[src/hw/rtl/canny_gradient_nms_threshold_macros.svh]
// Assertion macros for the edge detector back end.
// Each macro expands to one labeled concurrent assertion on clk with rst_n low as disable.
`ifndef CANNY_GRADIENT_NMS_THRESHOLD_MACROS_SVH
`define CANNY_GRADIENT_NMS_THRESHOLD_MACROS_SVH

// condition holds at every edge out of reset
`define CGNT_ASSERT_ALWAYS(lbl, cond, msg) \
  lbl: assert property (@(posedge clk) disable iff (!rst_n) (cond)) else $error(msg);

// same-cycle implication
`define CGNT_ASSERT_IMP(lbl, ante, cons, msg) \
  lbl: assert property (@(posedge clk) disable iff (!rst_n) (ante) |-> (cons)) else $error(msg);

// next-cycle implication
`define CGNT_ASSERT_NEXT(lbl, ante, cons, msg) \
  lbl: assert property (@(posedge clk) disable iff (!rst_n) (ante) |=> (cons)) else $error(msg);

`endif

[src/hw/rtl/cgnt_queue.sv]
// Small first-in first-out queue with queue-style handshakes.
// Depends on nothing; used between front and back and on the result side.
module cgnt_queue #(
  parameter int WIDTH = 11,
  parameter int DEPTH = 2
) (
  input  logic             clk,
  input  logic             rst_n,
  input  logic             push,
  output logic             full,
  input  logic [WIDTH-1:0] din,
  input  logic             pop,
  output logic             empty,
  output logic [WIDTH-1:0] dout
);

  localparam int PW = (DEPTH > 1) ? $clog2(DEPTH) : 1;
  localparam int CW = $clog2(DEPTH + 1);

  logic [WIDTH-1:0] mem_r [DEPTH];
  logic [PW-1:0]    wr_ptr_r;
  logic [PW-1:0]    rd_ptr_r;
  logic [CW-1:0]    count_r;
  logic             do_push;
  logic             do_pop;

  assign full    = (count_r == CW'(DEPTH));
  assign empty   = (count_r == '0);
  assign do_push = push && !full;
  assign do_pop  = pop && !empty;
  assign dout    = mem_r[rd_ptr_r];

  // storage
  always_ff @(posedge clk) begin
    if (do_push) begin
      mem_r[wr_ptr_r] <= din;
    end
  end

  // pointers and fill count
  always_ff @(posedge clk) begin
    if (!rst_n) begin
      wr_ptr_r <= '0;
      rd_ptr_r <= '0;
      count_r  <= '0;
    end else begin
      if (do_push) begin
        wr_ptr_r <= (wr_ptr_r == PW'(DEPTH - 1)) ? '0 : wr_ptr_r + PW'(1);
      end
      if (do_pop) begin
        rd_ptr_r <= (rd_ptr_r == PW'(DEPTH - 1)) ? '0 : rd_ptr_r + PW'(1);
      end
      count_r <= count_r + CW'(do_push) - CW'(do_pop);
    end
  end

endmodule

[config.mk]
export PLATFORM = sky130hd
export DESIGN_NAME = cgnt_queue
export DESIGN_NICKNAME = d
export VERILOG_FILES = /design/src/hw/rtl/canny_gradient_nms_threshold_macros.svh /design/src/hw/rtl/cgnt_queue.sv
export SDC_FILE = /design/constraint.sdc
export NUM_CORES = 1
export LEC_CHECK = 0
export ABC_AREA = 0
export BUFFER_PORTS_ARGS = -buffer_cell sky130_fd_sc_hd__buf_2
export CAP_MARGIN = 15
export CORE_AREA = 2 2 61 77
export CTS_CLUSTER_DIAMETER = 200
export DETAILED_ROUTE_END_ITERATION = 10
export DIE_AREA = 0 0 63 79
export PLACE_DENSITY = 0.56
export SYNTH_ARGS = -nofsm -noshare
export SYNTH_HDL_FRONTEND = slang
export SYNTH_SLANG_ARGS = --single-unit
[constraint.sdc]
create_clock -name clk -period 1.4 [get_ports clk]
set_input_delay 0.28 -clock clk [delete_from_list [all_inputs] [get_ports clk]]
set_output_delay 0.28 -clock clk [all_outputs]
set_load 0.005 [all_outputs]
==> results.tsv <==
metric	value	unit
CP Capture Type	flip-flop	
Hold Fails Final Rpt	0	
pin count of the biggest net entering global routing	16	
setup tns final	-0.936	ns
ANT cells	0	
setup skew after layout	0.00168	ns
WP buf/inv	1	
CTS clk-pin slew, worst paths	0.09	ns
H-tree depth	1	
fin util	36.3	%
Root Driver	clkbuf_8	
worst-path cell chain	o21a_4 -> ha_4 -> inv_2 -> ha_4 -> xor2_2 -> and2_4 -> nor3_2	
P_leak	0.000631	uW
final hold slack	0.201	ns
top cells by area, synth	edfxtp_1 64%, mux2_2 12%, dfxtp_1 9.7%, ha_1 2.4%, nor2_1 1.8%	
# port buffers	27	
remaining antenna violation count	0	
number of synthesized flops with an enable pin	22	
postcts setup bufs	0	
fin nets	118	
routed vias/inst	3.99	
Bufs on Longest Clock Path	2	
CP startpoint kind	flip-flop	
cell family with most CP delay	adder cells	
Final period util	109	%
Slew headroom	88.5	%
library cells used by synthesis	17	
FF/Latch Area	769	um^2
I/O pin cnt	28	
combinational share of power	42.9	%
die height	79	um
WP data arrival	1.72	ns
DR WL/cell	12.1	um
fillcell total	435	
Int Power	2010	uW
RD Place Congestion	0.681	
first-pass GRT wire length	3130	um
Final Critical Period	1.53	ns
fmax	655	MHz
YS warnings	0	
Clock power frac	15.5	%
Switching Share	27.0	%
total grt overflow	0	
delay of the slowest critical-path stage	0.37	ns
crit-path max FO	3	
Most common cell on crit path	ha_4	
remaining routing DRC violations	0	
Psw	744	uW
Die X	63	um
final worst slack	-0.127	ns
Slew @ Worst Pin	0.172	ns
layout cells sized above 1	63.0	%
initial detailed-routing violation count	21	
All-Layer GR Usage	8.15	%
most frequent cell after synthesis	edfxtp_1	
Seq pwr share	41.6	%
Final Total Pwr	2750	uW
Layout Area Growth over Synthesis	50.9	%
Final Max Slew Viols	0	
fraction of registers with async set/reset	0	%
Synth Cell Area	1030	um^2
First-pass DRT Iterations	4	
WL final	1900	um
Yosys top cell by area	edfxtp_1	
status	complete, but fails checks	
Crit Path Class	reg -> reg	
final setup fails	12	
Initial Utilization	24.1	%
initial antenna violation count	0	
CTS tree	built	
CTS buffer count	3	
Core Area	4290	um^2
fin cells	158	
dpl hpwl	1320	um
Hold WC Path Type	in -> reg	
#FFs+latches synth	27	
vias in the first global route	684	
synth cell count leaders	22 x edfxtp_1, 11 x mux2_2, 5 x dfxtp_1, 5 x nor2_1, 3 x inv_1	
synthesized area per cell	16.9	um^2
row count	27	
CTS Hold Buffers Added	0	
total via count in the routed design	631	
clock latency on the worst-skew pair	0.26	ns
maximum vdd ir drop	0.780	mV
footprint of the multi-input gates	350	um^2
Mapped Cells	61	
register area share after synthesis	73.7	%
Synth top area share	64.0	%
Post-synth top flop	edfxtp_1	
Syn Nets	78	
CTS sink count	27	
violated checks	negative setup slack	
critical path's slowest cell	dfxtp_4	
die area	4980	um^2
CP Data Required Time	1.59	ns
placed cells	153	
Max-Cap Viols	0	
RSZ-0062 raised after global routing	yes	
Power Density	1770	nW/um^2
[kinds of logic after synthesis]
logic type,synth area share [%]
AO/OA/AOI/OAI,0.849
XOR/XNOR,1.70
adder cells (fa/ha/maj),2.42
buffers and inverters,2.18
flip-flops,73.7
multiplexers,13.0
AND/OR/NAND/NOR,6.18
[cell type report]
class                   count  share of cell area, %
flip-flops and latches     27                   49.4
repair buffers             36                   19.8
inverters                   3                  0.723
multi-input cells          30                   22.5
well taps                  58                   4.66
clock buffers               3                   2.65
clock inverters             1                  0.321
[per-layer routing]
| metal | vias up | global-route usage, % | part of all wire (%) | wire length (um) |
|---|---|---|---|---|
| li1 | 299 | - | - | - |
| met2 | 21 | 14.6 | 54 | 1040 |
| met1 | 307 | 8.70 | 39 | 735 |
| met5 | - | 0 | 0 | 0 |
| met4 | 0 | 4.00 | 1.5 | 29 |
| met3 | 4 | 2.41 | 5.4 | 102 |
[power groups by stage]
stage               combinational (uW)  clock [uW]  sequential [uW]
finish                            1180         427             1150
global route                      1280         472             1170
detailed placement                 866           0             1140
global placement                   840           0             1130
CTS                               1030         443             1130
floorplan                          480           0             1130
[path summary, 6_finish.rpt]
kind                    from     endpoint  slack [ns]  cells after the start
hold reg to reg     wr_ptr_r     wr_ptr_r        0.49                      2
setup / recovery  count_r[1]   count_r[1]       -0.13                      7
setup reg to reg  count_r[1]   count_r[1]       -0.13                      7
hold / removal        din[0]  mem_r[0][0]        0.20                      1
[through the flow]
| step | setup WS (ns) | cell area, um^2 |
|---|---|---|
| floorplan | -0.0691 | 1070 |
| global placement | -0.0575 | 1350 |
| detailed placement | -0.135 | 1350 |
| CTS | -0.0984 | 1480 |
| global route | -0.175 | 1560 |
| finish | -0.127 | 1560 |
[worst reg2reg max path, cell delays in order (launching register included)]
cell	delay, ns
dfxtp_4	0.37
o21a_4	0.23
ha_4	0.26
inv_2	0.03
ha_4	0.15
xor2_2	0.15
and2_4	0.17
nor3_2	0.10
[cells in the final DEF (no fill, tap or decap)]
cell / Yosys / layout
ha_4: 0 / 2
xor2_2: 0 / 1
buf_2: 0 / 17
and3_1: 1 / 1
dfxtp_1: 5 / 2
xnor2_1: 1 / 1
nand2_1: 2 / 1
nand2b_1: 2 / 1
buf_12: 0 / 2
inv_1: 3 / 2
o21a_4: 0 / 1
nand2b_4: 0 / 1
dfxtp_4: 0 / 2
buf_4: 0 / 6
mux2_4: 0 / 11
nor2_1: 5 / 5
nor3_2: 0 / 1
inv_2: 0 / 1
clkinv_2: 0 / 1
dfxtp_2: 0 / 1
clkbuf_16: 0 / 1
mux2i_1: 1 / 1
buf_6: 1 / 10
edfxtp_1: 22 / 22
clkbuf_8: 0 / 3
nand2_4: 0 / 1
and2_4: 0 / 1
and2_1: 1 / 1
[registers in the layout, summed over array words and instances (netlist names), named ones only]
register and count:
count_r 2, mem_r 22, rd_ptr_r 1, wr_ptr_r 1
[repair_timing]
action | CTS | global route
cloned | 0 | 1
setup endpoints to repair | 12 | 12
gates resized for setup | 16 | 11
pin swaps | 4 | 0
Note: power is estimated with default switching activity, not from simulation.
