[src/hw/rtl/canny_gradient_nms_threshold_macros.svh]
// Assertion macros for the edge detector back end.
// Each macro expands to one labeled concurrent assertion on clk with rst_n low as disable.
`ifndef CANNY_GRADIENT_NMS_THRESHOLD_MACROS_SVH
`define CANNY_GRADIENT_NMS_THRESHOLD_MACROS_SVH

// condition holds at every edge out of reset
`define CGNT_ASSERT_ALWAYS(lbl, cond, msg) \
  lbl: assert property (@(posedge clk) disable iff (!rst_n) (cond)) else $error(msg);

// same-cycle implication
`define CGNT_ASSERT_IMP(lbl, ante, cons, msg) \
  lbl: assert property (@(posedge clk) disable iff (!rst_n) (ante) |-> (cons)) else $error(msg);

// next-cycle implication
`define CGNT_ASSERT_NEXT(lbl, ante, cons, msg) \
  lbl: assert property (@(posedge clk) disable iff (!rst_n) (ante) |=> (cons)) else $error(msg);

`endif

[src/hw/rtl/cgnt_pkg.sv]
// Shared types and constants of the edge detector back end.
// No dependencies; imported by cgnt_front, cgnt_back and the top level.
package cgnt_pkg;

  // input word opcodes
  localparam logic OP_PIXEL = 1'b0;
  localparam logic OP_DRAIN = 1'b1;

  // quantized gradient direction
  localparam logic [1:0] DIR_0  = 2'd0;
  localparam logic [1:0] DIR_45 = 2'd1;
  localparam logic [1:0] DIR_90 = 2'd2;

  // configuration register indexes
  localparam int CFG_IDX_W  = 2;
  localparam int CFG_DATA_W = 11;
  localparam logic [CFG_IDX_W-1:0] CFG_WIDTH  = 2'd0;
  localparam logic [CFG_IDX_W-1:0] CFG_HEIGHT = 2'd1;
  localparam logic [CFG_IDX_W-1:0] CFG_LOW    = 2'd2;
  localparam logic [CFG_IDX_W-1:0] CFG_HIGH   = 2'd3;

  localparam int GRAD_W = 8;
  localparam int MAG_W  = 8;

  // front to back word
  typedef struct packed {
    logic             drain;
    logic [1:0]       dir;
    logic [MAG_W-1:0] mag;
  } mid_word_t;

  // result word
  typedef struct packed {
    logic is_edge;
    logic frame_end;
  } res_word_t;

  // configuration registers
  typedef struct packed {
    logic [10:0] width;
    logic [10:0] height;
    logic [7:0]  low;
    logic [7:0]  high;
  } cfg_t;

  // neighbor step: -1, 0 or +1
  typedef logic signed [1:0] step_t;

  // 3x3 window scan, row step of entry k (raster order)
  function automatic step_t win_dr(input logic [3:0] k);
    step_t r;
    case (k)
      4'd0, 4'd1, 4'd2: r = -2'sd1;
      4'd3, 4'd4, 4'd5: r = 2'sd0;
      default:          r = 2'sd1;
    endcase
    return r;
  endfunction

  // 3x3 window scan, column step of entry k
  function automatic step_t win_dc(input logic [3:0] k);
    step_t r;
    case (k)
      4'd0, 4'd3, 4'd6: r = -2'sd1;
      4'd1, 4'd4, 4'd7: r = 2'sd0;
      default:          r = 2'sd1;
    endcase
    return r;
  endfunction

endpackage

[src/hw/rtl/cgnt_front.sv]
// Front end: accepts input words, computes magnitude and direction code.
// Depends on cgnt_pkg; feeds the front-to-back queue.
module cgnt_front import cgnt_pkg::*; (
  input  logic              clk,
  input  logic              rst_n,
  input  logic              in_push,
  output logic              in_full,
  input  logic              in_opcode,
  input  logic [GRAD_W-1:0] in_grad_x,
  input  logic [GRAD_W-1:0] in_grad_y,
  output logic              mid_push,
  input  logic              mid_full,
  output mid_word_t         mid_word
);

  typedef enum logic [1:0] {F_IDLE, F_CALC, F_PUSH} fstate_t;

  localparam logic [3:0] STEP_ROOT0 = 4'd4;
  localparam logic [3:0] STEP_LAST  = 4'd11;

  fstate_t           state_r;
  logic [3:0]        step_r;
  logic [GRAD_W-1:0] gx_r;
  logic [GRAD_W-1:0] gy_r;
  logic [15:0]       sx_r;
  logic [16:0]       s_r;
  logic              dir0_r;
  logic              dir1_r;
  logic [MAG_W-1:0]  root_r;
  mid_word_t         word_r;

  // one shared 9x9 multiplier, operand picked by step
  logic [8:0]       mul_op;
  logic [17:0]      prod;
  logic [MAG_W-1:0] trial;
  logic [MAG_W-1:0] root_upd;

  assign trial    = root_r | (8'h80 >> 3'(step_r - STEP_ROOT0));
  assign root_upd = (prod <= 18'(s_r)) ? trial : root_r;

  always_comb begin
    case (step_r)
      4'd0:    mul_op = {1'b0, gx_r};
      4'd1:    mul_op = {1'b0, gy_r};
      4'd2:    mul_op = {1'b0, gx_r} + {1'b0, gy_r};
      4'd3:    mul_op = (gy_r > gx_r) ? {1'b0, gy_r - gx_r} : 9'd0;
      default: mul_op = {1'b0, trial};
    endcase
  end

  assign prod = mul_op * mul_op;

  assign in_full  = (state_r != F_IDLE);
  assign mid_push = (state_r == F_PUSH);
  assign mid_word = word_r;

  // sequencer: squares first, then a bit-per-step square root
  always_ff @(posedge clk) begin
    if (!rst_n) begin
      state_r <= F_IDLE;
      step_r  <= '0;
    end else begin
      case (state_r)
        F_IDLE: begin
          if (in_push) begin
            gx_r   <= in_grad_x;
            gy_r   <= in_grad_y;
            root_r <= '0;
            step_r <= '0;
            if (in_opcode == OP_DRAIN) begin
              word_r  <= '{drain: 1'b1, dir: DIR_0, mag: '0};
              state_r <= F_PUSH;
            end else begin
              state_r <= F_CALC;
            end
          end
        end
        F_CALC: begin
          case (step_r)
            4'd0:    sx_r   <= prod[15:0];
            4'd1:    s_r    <= {1'b0, sx_r} + prod[16:0];
            4'd2:    dir0_r <= (prod <= 18'({sx_r, 1'b0}));
            4'd3:    dir1_r <= (gy_r <= gx_r) || (prod <= 18'({sx_r, 1'b0}));
            default: root_r <= root_upd;
          endcase
          if (step_r == STEP_LAST) begin
            word_r.drain <= 1'b0;
            word_r.mag   <= s_r[16] ? 8'hFF : root_upd;
            word_r.dir   <= dir0_r ? DIR_0 : (dir1_r ? DIR_45 : DIR_90);
            state_r      <= F_PUSH;
          end else begin
            step_r <= step_r + 4'd1;
          end
        end
        F_PUSH: begin
          if (!mid_full) begin
            state_r <= F_IDLE;
          end
        end
        default: state_r <= F_IDLE;
      endcase
    end
  end

endmodule

[config.mk]
export PLATFORM = sky130hd
export DESIGN_NAME = cgnt_front
export DESIGN_NICKNAME = d
export VERILOG_FILES = /design/src/hw/rtl/canny_gradient_nms_threshold_macros.svh /design/src/hw/rtl/cgnt_pkg.sv /design/src/hw/rtl/cgnt_front.sv
export SDC_FILE = /design/constraint.sdc
export NUM_CORES = 1
export LEC_CHECK = 0
export ABC_AREA = 1
export ABC_CLOCK_PERIOD_IN_PS = 9000
export BUFFER_PORTS_ARGS = -buffer_cell sky130_fd_sc_hd__buf_4
export CORE_ASPECT_RATIO = 0.5
export CORE_MARGIN = 2
export CORE_UTILIZATION = 48
export DETAILED_ROUTE_END_ITERATION = 16
export GPL_ROUTABILITY_DRIVEN = 0
export HOLD_SLACK_MARGIN = 0.12
export PLACE_DENSITY = 0.65
export REMOVE_ABC_BUFFERS = 1
export SYNTH_ARGS = -nofsm -noshare
export SYNTH_HDL_FRONTEND = slang
export SYNTH_SLANG_ARGS = --single-unit
[constraint.sdc]
create_clock -name clk -period 9 [get_ports clk]
set_input_delay 1.8 -clock clk [delete_from_list [all_inputs] [get_ports clk]]
set_output_delay 1.8 -clock clk [all_outputs]
set_load 0.005 [all_outputs]
==> results.py <==
metrics = {
    "place": {
        "dpl_cell_area_sq_um": 7620,
        "io_buffers": 33,
        "dpl_worst_slack_ps": 884,
        "hpwlAfterDp_um": 12000,
    },
    "synthesis": {
        "netlist_area_sq_um": 7130,
        "syn_avg_cell_area_sq_um": 8.48,
        "yosysTopAreaCell": "edfxtp_1",
        "ys_warn_count": 0,
        "synthArstFlopShare": 0,
        "yosysTopAreaCellShare": 0.291,
        "yosysMostFrequentCell": "inv_1",
        "syn-instance-count": 840,
        "ys.flop_type": "edfxtp_1",
        "synthTopCellsByCount": "inv_1, nand2_1, ha_1, nor2_1, edfxtp_1",
        "ys_seq_elements": 75,
        "synth_edf_count": 69,
        "synth.lib_cells_used.distinct": 43,
        "netlist_top_cells_area": "edfxtp_1, ha_1, fa_1",
        "seq_area_frac_synth": 0.308,
    },
    "hold_path": {
        "hp-class": "flip-flop to flip-flop",
        "hold_start": "step_r[1]",
    },
    "timing": {
        "slew_headroom": 0.399,
        "fin_worst_skew_ps": 9.16,
        "rsz0062_at_grt": "false",
        "setup_viol": 0,
        "hold_viol": 0,
        "setup_ws_ps": 735,
        "slew_violations": 0,
        "fmax_mhz": 121,
        "fin_setup_tns_ps": 0,
        "fin_crit_ps": 8270,
        "worstMarginPinSlew_ps": 901,
        "min_period_over_period": 0.918,
    },
    "routing": {
        "drtIter0Drc": 342,
        "finalWirelength_um": 15000,
        "drtPass1Iterations": 5,
        "via_per_inst": 5.09,
        "wire_per_inst_um": 13.8,
        "via_count": 5523,
        "antenna_left": 0,
        "drcViolationCount": 0,
    },
    "critical_path": {
        "start_kind": "flip-flop",
        "startpoint": "gy_r[6]",
        "crit_path_max_fanout": 10,
        "end_kind": "flip-flop",
        "max_stage_delay_ps": 600,
        "path_class": "flip-flop to flip-flop",
        "ff2ff_setup_slack_ps": 730,
        "crit_arrival_ps": 8470,
        "timing.rr.start": "gy_r[6]",
        "critical_path_required_ps": 9200,
        "cp_slowest_cell": "fa_1",
        "cpMostUsedCell": "nand2_1",
    },
    "layout": {
        "fin_util": 0.548,
        "fin_area_sq_um": 7920,
        "fin_nets": 1042,
        "layout-drive-gt1-share": 0.0924,
        "areaGrowthSynthToFinish_pct": 11.1,
        "fill_cells": 1347,
        "num_antenna_cells": 0,
    },
    "cts": {
        "clockRootBuffer": "clkbuf_16",
        "ctsHtreeMaxLevel": 3,
        "clock_latency_ps": 340,
        "cts_resized": 0,
        "cts_tree": "built",
        "cts-buffers-inserted": 9,
        "cts_setup_buffers": 0,
        "cts_hold_buf": 0,
        "cts_sinks": 75,
        "clk_pin_slew_worst_paths_ps": 70,
        "clock_path_buffers": 2,
    },
    "floorplan": {
        "num_rows": 31,
        "io_pins": 34,
        "die_h_um": 90.2,
        "core-area_sq_um": 14500,
        "start_util": 0.493,
        "die_x_um": 176,
        "die_area_sq_um": 15900,
    },
    "run_status": {
        "status": "completed",
    },
    "flow_run": {
        "drv_cap": 0,
    },
    "global_route": {
        "grt_pass1_wl_um": 26100,
        "grt_start_max_net_pins": 18,
        "antenna_found_initial": 0,
        "grt-ovfl-total": 0,
        "grt_pass1_vias": 5623,
        "gr-usage-all-layers": 0.205,
    },
}
## placed cells by master (no fill, tap or decap), types with 2 or more instances in the layout
master,Yosys,layout
xnor2_1,11,11
a211oi_1,7,7
nor2_4,2,2
xor2_1,22,22
a221oi_1,5,5
clkinv_2,0,2
inv_2,10,10
nor3_1,2,2
o2111ai_1,2,2
a21oi_1,43,43
nand2_1,147,147
ha_1,102,102
edfxtp_1,69,69
o211ai_1,4,4
nor2_2,2,3
nand3_2,2,2
a21o_1,6,6
o221ai_1,2,2
buf_4,0,37
o21ai_1,7,7
dfxtp_1,6,6
inv_1,180,180
fa_1,37,37
nor3b_1,2,2
nand4_1,12,12
clkbuf_16,0,9
nand3_1,23,23
clkinv_4,0,2
a31oi_1,2,2
nor4_1,2,2
o21ai_0,20,20
o21bai_1,3,3
or2_2,4,4
nor2_1,84,83
inv_6,0,2
nand2_2,5,5
## metrics by stage
stage                     hold WS (ps)  cells
after floorplan                    511    834
after global placement             542   1069
after detailed placement           556   1069
after CTS                          568   1085
after global routing               580   1085
final                              569   1085
## path summary, 6_finish.rpt
check,endpoint,cells after the start
min reg2reg,step_r[1],2
max reg2reg,mid_word[0],39
min,step_r[1],2
max,mid_word[0],39
## critical path: cells and delay by family (launching register included)
kind                     cells  cell delay (ps)
AND/OR/NAND/NOR             21             3270
buffers and inverters        7              530
AO/OA/AOI/OAI                3              490
adder cells (fa/ha/maj)      7             3010
XOR/XNOR                     1              380
flip-flops                   1              450
## per-layer routing
| layer | part of all wire | GRT usage | vias up |
|---|---|---|---|
| met2 | 0.45 | 0.338 | 131 |
| met5 | 0 | 0 | - |
| li1 | - | - | 2794 |
| met4 | 0.012 | 0.0503 | 0 |
| met3 | 0.041 | 0.0343 | 18 |
| met1 | 0.49 | 0.283 | 2580 |
## area by class of cell
cell class	count	area [sq um]	share of cell area
well taps	198	248	0.0313
clock inverters	7	75.1	0.00948
multi-input cells	568	4190	0.529
repair buffers	37	278	0.0351
flip-flops and latches	75	2190	0.277
clock buffers	9	225	0.0284
inverters	191	717	0.0905
## cells by family after synthesis
group	Yosys count	share of synthesized area
xor gates and xnor gates	33	0.0406
and+or+nand+nor	289	0.171
DFF	75	0.308
AOI/OAI and AO/OA	107	0.0922
buffers and inverters	197	0.105
adders and majority gates	139	0.283
## state kept, by name, summed over array words and instances, names as in the netlist
signal,flops
state_r,2
gy_r,8
sx_r,15
gx_r,8
dir1_r,1
s_r,17
mid_word,11
root_r,8
step_r,4
dir0_r,1
Power is left out: the tool's default activity adds up to more than one toggle a clock period on the data nets, which glitch-free logic cannot reach.
